===== src/sv/dwm_pkg.sv =====
// Shared constants, types and the track base table for the directory wildcard matcher.
package dwm_pkg;

    localparam int NAME_BYTES_DEF  = 16;
    localparam int TRACK_COUNT_DEF = 40;
    localparam int NAME_W          = 128;
    localparam int BLK_W           = 10;
    localparam int OFFSET_W        = 18;
    localparam int IMG_W           = 12;
    localparam int PLEN_W          = 5;
    localparam int CFG_IDX_W       = 2;
    localparam int CFG_DATA_W      = 64;
    localparam int IN_TDATA_W      = 152;
    localparam int OUT_TDATA_W     = 24;

    localparam logic [7:0] PAD_BYTE  = 8'hA0;
    localparam logic [7:0] ANY_BYTE  = 8'h3F;
    localparam logic [7:0] STOP_BYTE = 8'h2A;
    localparam logic [2:0] TYPE_SEQ  = 3'd1;
    localparam logic [2:0] TYPE_PRG  = 3'd2;

    localparam logic [IMG_W-1:0] IMG_BLOCKS_RST = 12'd683;

    typedef enum logic [CFG_IDX_W-1:0] {
        CFG_PAT_LO,
        CFG_PAT_HI,
        CFG_PAT_LEN,
        CFG_IMG_BLOCKS
    } t_cfg_idx;

    // First block number of a one-based track in the zoned layout.
    function automatic logic [BLK_W-1:0] track_base(input logic [7:0] trk);
        int t;
        int b;
        t = int'(trk);
        if (t <= 1)
            b = 0;
        else if (t <= 17)
            b = 21 * (t - 1);
        else if (t <= 24)
            b = 357 + 19 * (t - 18);
        else if (t <= 30)
            b = 490 + 18 * (t - 25);
        else if (t <= 40)
            b = 598 + 17 * (t - 31);
        else
            b = 0;
        return BLK_W'(b);
    endfunction

endpackage


===== src/sv/disk_dir_wildcard_match_locate.sv =====
// Top level: directory entry wildcard name match and start block locator.
// Takes one directory entry beat per cycle unless the output stalls, and
// returns one result beat for each, in order. Stage one compares every
// name byte against the pattern and looks up the track base, stage two
// resolves the first stop or mismatch and adds the sector, stage three checks
// the block against the image size and forms the byte offset. Configuration
// writes are taken at once, every cycle, and must only happen while idle.
module disk_dir_wildcard_match_locate #(
    parameter int NAME_BYTES  = dwm_pkg::NAME_BYTES_DEF,
    parameter int TRACK_COUNT = dwm_pkg::TRACK_COUNT_DEF
) (
    input  logic                             i_clk,
    input  logic                             i_rst_n,
    input  logic                             i_cfg_valid,
    output logic                             o_cfg_ready,
    input  logic [dwm_pkg::CFG_IDX_W-1:0]    i_cfg_index,
    input  logic [dwm_pkg::CFG_DATA_W-1:0]   i_cfg_data,
    input  logic                             s_axis_tvalid,
    output logic                             s_axis_tready,
    // name_low_bytes[63:0], name_high_bytes[127:64], entry_type[135:128],
    // start_track[143:136], start_sector[151:144]
    input  logic [dwm_pkg::IN_TDATA_W-1:0]   s_axis_tdata,
    output logic                             m_axis_tvalid,
    input  logic                             m_axis_tready,
    // name_matched[0], block_byte_offset[18:1], address_valid[19], zero[23:20]
    output logic [dwm_pkg::OUT_TDATA_W-1:0]  m_axis_tdata
);
    import dwm_pkg::*;

    localparam logic [PLEN_W-1:0] NB_LEN = PLEN_W'(NAME_BYTES);
    localparam logic [7:0]        TRK_MAX = 8'(TRACK_COUNT);

    // configuration
    logic [63:0]        r_pat_lo;
    logic [63:0]        r_pat_hi;
    logic [PLEN_W-1:0]  r_pat_len;
    logic [IMG_W-1:0]   r_img_blocks;

    assign o_cfg_ready = 1'b1;

    always_ff @(posedge i_clk) begin
        if (!i_rst_n) begin
            r_pat_lo     <= '0;
            r_pat_hi     <= '0;
            r_pat_len    <= '0;
            r_img_blocks <= IMG_BLOCKS_RST;
        end else if (i_cfg_valid) begin
            case (t_cfg_idx'(i_cfg_index))
                CFG_PAT_LO:     r_pat_lo     <= i_cfg_data;
                CFG_PAT_HI:     r_pat_hi     <= i_cfg_data;
                CFG_PAT_LEN:    r_pat_len    <= i_cfg_data[PLEN_W-1:0];
                CFG_IMG_BLOCKS: r_img_blocks <= i_cfg_data[IMG_W-1:0];
                default: ;
            endcase
        end
    end

    // stage enables
    logic r1_valid, r2_valid, r3_valid;
    logic en1, en2, en3;

    assign en3 = !r3_valid || m_axis_tready;
    assign en2 = !r2_valid || en3;
    assign en1 = !r1_valid || en2;
    assign s_axis_tready = en1;

    // stage 1: byte compares and track lookup
    logic [NAME_W-1:0]     in_name;
    logic [NAME_W-1:0]     pat;
    logic [2:0]            in_kind;
    logic [7:0]            in_trk;
    logic [7:0]            in_sec;
    logic [PLEN_W-1:0]     len_c;
    logic [NAME_BYTES-1:0] n_stop;
    logic [NAME_BYTES-1:0] n_fail;
    logic                  n_tail_ok;
    logic                  n_trk_ok;

    assign in_name = s_axis_tdata[127:0];
    assign pat     = {r_pat_hi, r_pat_lo};
    assign in_kind = s_axis_tdata[130:128];
    assign in_trk  = s_axis_tdata[143:136];
    assign in_sec  = s_axis_tdata[151:144];
    assign len_c   = (r_pat_len > NB_LEN) ? NB_LEN : r_pat_len;
    assign n_trk_ok = (in_trk >= 8'd1) && (in_trk <= TRK_MAX);

    always_comb begin
        for (int i = 0; i < NAME_BYTES; i++) begin
            logic [7:0] pb;
            logic       act;
            pb  = pat[i*8 +: 8];
            act = PLEN_W'(i) < len_c;
            n_stop[i] = act && (pb == STOP_BYTE);
            n_fail[i] = act && (pb != ANY_BYTE) && (pb != STOP_BYTE)
                        && (pb != in_name[i*8 +: 8]);
        end
    end

    always_comb begin
        if (len_c == NB_LEN)
            n_tail_ok = 1'b1;
        else
            n_tail_ok = (in_name[{len_c[3:0], 3'b000} +: 8] == PAD_BYTE);
    end

    logic [NAME_BYTES-1:0] r1_stop;
    logic [NAME_BYTES-1:0] r1_fail;
    logic                  r1_tail_ok;
    logic                  r1_kind_ok;
    logic                  r1_trk_ok;
    logic [BLK_W-1:0]      r1_base;
    logic [7:0]            r1_sec;

    always_ff @(posedge i_clk) begin
        if (!i_rst_n) begin
            r1_valid <= 1'b0;
        end else if (en1) begin
            r1_valid <= s_axis_tvalid;
        end
        if (en1) begin
            r1_stop    <= n_stop;
            r1_fail    <= n_fail;
            r1_tail_ok <= n_tail_ok;
            r1_kind_ok <= (in_kind == TYPE_SEQ) || (in_kind == TYPE_PRG);
            r1_trk_ok  <= n_trk_ok;
            r1_base    <= n_trk_ok ? track_base(in_trk) : '0;
            r1_sec     <= in_sec;
        end
    end

    // stage 2: first stop or mismatch wins, block number
    logic n_fail_first;

    always_comb begin
        logic seen_stop;
        seen_stop    = 1'b0;
        n_fail_first = 1'b0;
        for (int i = 0; i < NAME_BYTES; i++) begin
            if (r1_fail[i] && !seen_stop)
                n_fail_first = 1'b1;
            seen_stop = seen_stop | r1_stop[i];
        end
    end

    logic             r2_match;
    logic             r2_trk_ok;
    logic [BLK_W-1:0] r2_block;

    always_ff @(posedge i_clk) begin
        if (!i_rst_n) begin
            r2_valid <= 1'b0;
        end else if (en2) begin
            r2_valid <= r1_valid;
        end
        if (en2) begin
            r2_match  <= r1_kind_ok && !n_fail_first && ((|r1_stop) || r1_tail_ok);
            r2_trk_ok <= r1_trk_ok;
            r2_block  <= r1_base + BLK_W'(r1_sec);
        end
    end

    // stage 3: image bound and byte offset
    logic                r3_match;
    logic [OFFSET_W-1:0] r3_offset;
    logic                r3_addr_ok;

    always_ff @(posedge i_clk) begin
        if (!i_rst_n) begin
            r3_valid <= 1'b0;
        end else if (en3) begin
            r3_valid <= r2_valid;
        end
        if (en3) begin
            r3_match   <= r2_match;
            r3_offset  <= r2_trk_ok ? {r2_block, 8'h00} : '0;
            r3_addr_ok <= r2_trk_ok && (IMG_W'(r2_block) < r_img_blocks);
        end
    end

    assign m_axis_tvalid = r3_valid;
    assign m_axis_tdata  = {4'b0000, r3_addr_ok, r3_offset, r3_match};

endmodule


===== config.mk =====
export PLATFORM = sky130hd
export DESIGN_NAME = disk_dir_wildcard_match_locate
export DESIGN_NICKNAME = d
export VERILOG_FILES = /design/src/sv/dwm_pkg.sv /design/src/sv/disk_dir_wildcard_match_locate.sv
export SDC_FILE = /design/constraint.sdc
export NUM_CORES = 1
export LEC_CHECK = 0
export BUFFER_PORTS_ARGS = -buffer_cell sky130_fd_sc_hd__buf_2
export CORE_MARGIN = 4
export CORE_UTILIZATION = 40
export DETAILED_ROUTE_END_ITERATION = 12
export PLACE_DENSITY_LB_ADDON = 0.1
export SKIP_LAST_GASP = 1
export SLEW_MARGIN = 20
export SYNTH_ARGS = -nofsm -noshare
export SYNTH_HDL_FRONTEND = slang
export SYNTH_SLANG_ARGS = --single-unit

===== constraint.sdc =====
create_clock -name i_clk -period 3.87 [get_ports i_clk]
set_clock_uncertainty 0.1 [all_clocks]
set_input_delay 0.387 -clock i_clk [delete_from_list [all_inputs] [get_ports i_clk]]
set_output_delay 0.387 -clock i_clk [all_outputs]
set_load 0.05 [all_outputs]

==> reports/results.ini <==
[critical_path]
rr_endpoint = r1_tail_ok
reg2reg_depth = 8
crit_required_ns = 4.07
critPathCaptureType = register
r2r_start = r_pat_len[0]
arrival_ns = 3.88
crit_fanout = 3
criticalPathCategory = in -> reg
r2r_slack_ns = 1.21
crit_path_start_kind = input pin

[drt]
postRouteAntennaNets = 0
drt-initial-drc-count = 437
post_drt_wl_per_cell_um = 18.5
first_pass_iters = 4
wl_um = 43700
drc = 0
vias = 12246
viasPerCell = 5.17

[logic_synthesis]
synth.distinct_cells = 73
syn_area_per_cell_um2 = 8.88
async_reset_ff_frac = 0
ys_seq_area_frac = 0.374
synth_edf_count = 77
ys.flop_type = dfxtp_1
syn-cell-area_um2 = 14100
ys_warn_count = 0
netlist_instances = 1588
ys_ff_latch = 225

[floorplanning]
core_um2 = 34600
die_area_um2 = 38300
die_h_um = 196
initial_core_util = 0.407
ios = 250
std_cell_rows = 68
die_w_um = 196

[clock_network]
cts_buffers = 28
clk_path_buf_depth = 3
root_buffer = clkbuf_16
clk_latency_ns = 0.55
clock_sinks = 225
clk_pin_slew_ns = 0.06
cts_tree = built
htreeDepth = 1

[grt]
first_global_vias = 12405
grt_remaining_overflow = 0
track_usage = 0.218
antenna_found_initial = 11
grt_max_degree = 101
grt_pass1_wl_um = 66900

[layout]
area_growth_pct = 23.6
mostFrequentLayoutCells = 314 x nand2_1, 230 x buf_2, 148 x dfxtp_1
drive_gt1_frac = 0.197
nets = 2204
final_common_cell = nand2_1
fin_area_um2 = 17400
fin_cells = 2367

[timing]
worstMarginPinSlew_ns = 1.00
setup_viol_count_final = 0
slew_headroom = 0.333
hold_viol = 0
finalCriticalPeriod_ns = 3.68
fin_crit_sh = 0.951
maxSlewViolCount = 0
fmax_ghz = 0.272
whs_ns = 0.0166

[placement]
place.gp.congestion = 0.886
port_buffers = 231
hpwl_um = 33200
place_inst = 2267
dpl_cell_area_um2 = 16100

[power_and_ir_drop]
total_power_uw = 6920
p_leak_uw = 0.00755
irDropWorstVdd_mv = 0.280
power_density_nw_per_um2 = 397

[flow_run]
max-cap-violations = 0

[worst_hold_path]
hp-class = in -> reg
hold_depth = 3
min_to = r_pat_lo[54]
hold_start = i_cfg_data[54]

[outcome]
run_status = finished clean

where the power goes:
| part | internal (uW) | leakage [uW] | switching [uW] |
|---|---|---|---|
| registers | 2540 | 0.00211 | 73.7 |
| logic | 819 | 0.00500 | 941 |
| clock network | 1490 | 0.000444 | 1050 |
| total | 4850 | 0.00755 | 2070 |
critical path, cell delays in order:
cell	delay, ns
buf_2	0.12
buf_4	0.13
nor4_1	0.39
nor2_1	0.08
ha_1	0.28
ha_1	0.18
inv_1	0.07
fa_1	0.44
fa_1	0.51
inv_1	0.04
ha_1	0.32
a21oi_1	0.18
o21ai_0	0.13
xnor2_1	0.26
nor2_1	0.09
o31a_1	0.26
metal layers:
layer,wire [um],vias to the layer above,global-route usage
met5,74,-,0
met4,1290,10,0.0644
met3,2270,89,0.0364
met2,21500,288,0.387
met1,18600,5761,0.272
li1,-,6098,-
how the worst max path moves through the flow:
| stage | from | end | slack [ns] | cells past startpoint |
|---|---|---|---|---|
| after floorplan | s_axis_tdata[137] | r1_base[9] | 0.02 | 19 |
| after global placement | s_axis_tdata[137] | r1_base[8] | -0.32 | 16 |
| after detailed placement | s_axis_tdata[137] | r1_base[8] | -0.39 | 16 |
| after CTS | s_axis_tdata[137] | r1_base[8] | 0.20 | 16 |
| after global routing | s_axis_tdata[137] | r1_base[9] | -0.01 | 20 |
| final | s_axis_tdata[137] | r1_base[8] | 0.19 | 16 |
state kept, by name, summed over array words and instances, names as in the netlist, 5 cells and up:
register,cells
r_pat_hi,64
r1_base,10
r_pat_len,5
r2_block,10
r_pat_lo,64
r3_offset,10
r1_fail,16
r1_stop,16
r_img_blocks,12
r1_sec,8
cells by family after synthesis:
kind of cell,synth area share
and+or+nand+nor,0.191
AOI/OAI and AO/OA,0.159
DFF,0.374
xor gates and xnor gates,0.124
buffers and inverters,0.0473
adders and majority gates,0.0950
muxes,0.00888
other,0.000533
stage by stage:
| step | TNS (ns) | util | worst slack (ns) |
|---|---|---|---|
| floorplan | 0 | - | 0.0184 |
| global placement | -1.01 | 0.464 | -0.322 |
| detailed placement | -1.39 | 0.464 | -0.389 |
| CTS | 0 | 0.502 | 0.196 |
| global route | -0.0122 | 0.503 | -0.0122 |
| finish | 0 | 0.503 | 0.189 |
layout make-up:
class / instances / area, um2
fillers: 3325 / 17200
inverters: 69 / 265
diodes: 7 / 17.5
multi-input cells: 1219 / 8310
repair buffers: 340 / 2080
well taps: 455 / 569
flip-flops and latches: 225 / 5280
clock buffers: 37 / 777
clock inverters: 15 / 128
cell usage after synthesis (11+ instances only):
library cell  instances  share of area
o211ai_1             12         0.0064
edfxtp_1             77           0.16
nor2b_1              20         0.0089
nand2_1             314          0.084
a21oi_1              54          0.019
nand2b_1             11         0.0049
a21o_1               15         0.0080
or3_1                16         0.0071
dfxtp_1             148           0.21
a31oi_1              13         0.0058
nor2_1               52          0.014
a211oi_1             20          0.011
nor3_1               33          0.012
inv_1                69          0.018
o21ai_0              24         0.0085
xnor2_1              55          0.034
clkbuf_1             56          0.015
xor2_1              137          0.085
and2_1               12         0.0053
buf_4                15         0.0080
nand4_1              18         0.0080
ha_1                 83          0.074
a21boi_0            135          0.072
nand3_1              27         0.0096
fa_1                 15          0.021
nor4_1               39          0.017
repair_timing:
item                                   CTS  global route
setup endpoints to repair                0             1
endpoints found under the hold margin   59             0
hold buffers                            41             0
gates resized for setup                  0             2
buffers inserted                         0             0
No activity file was read; power rests on OpenSTA's default activity.
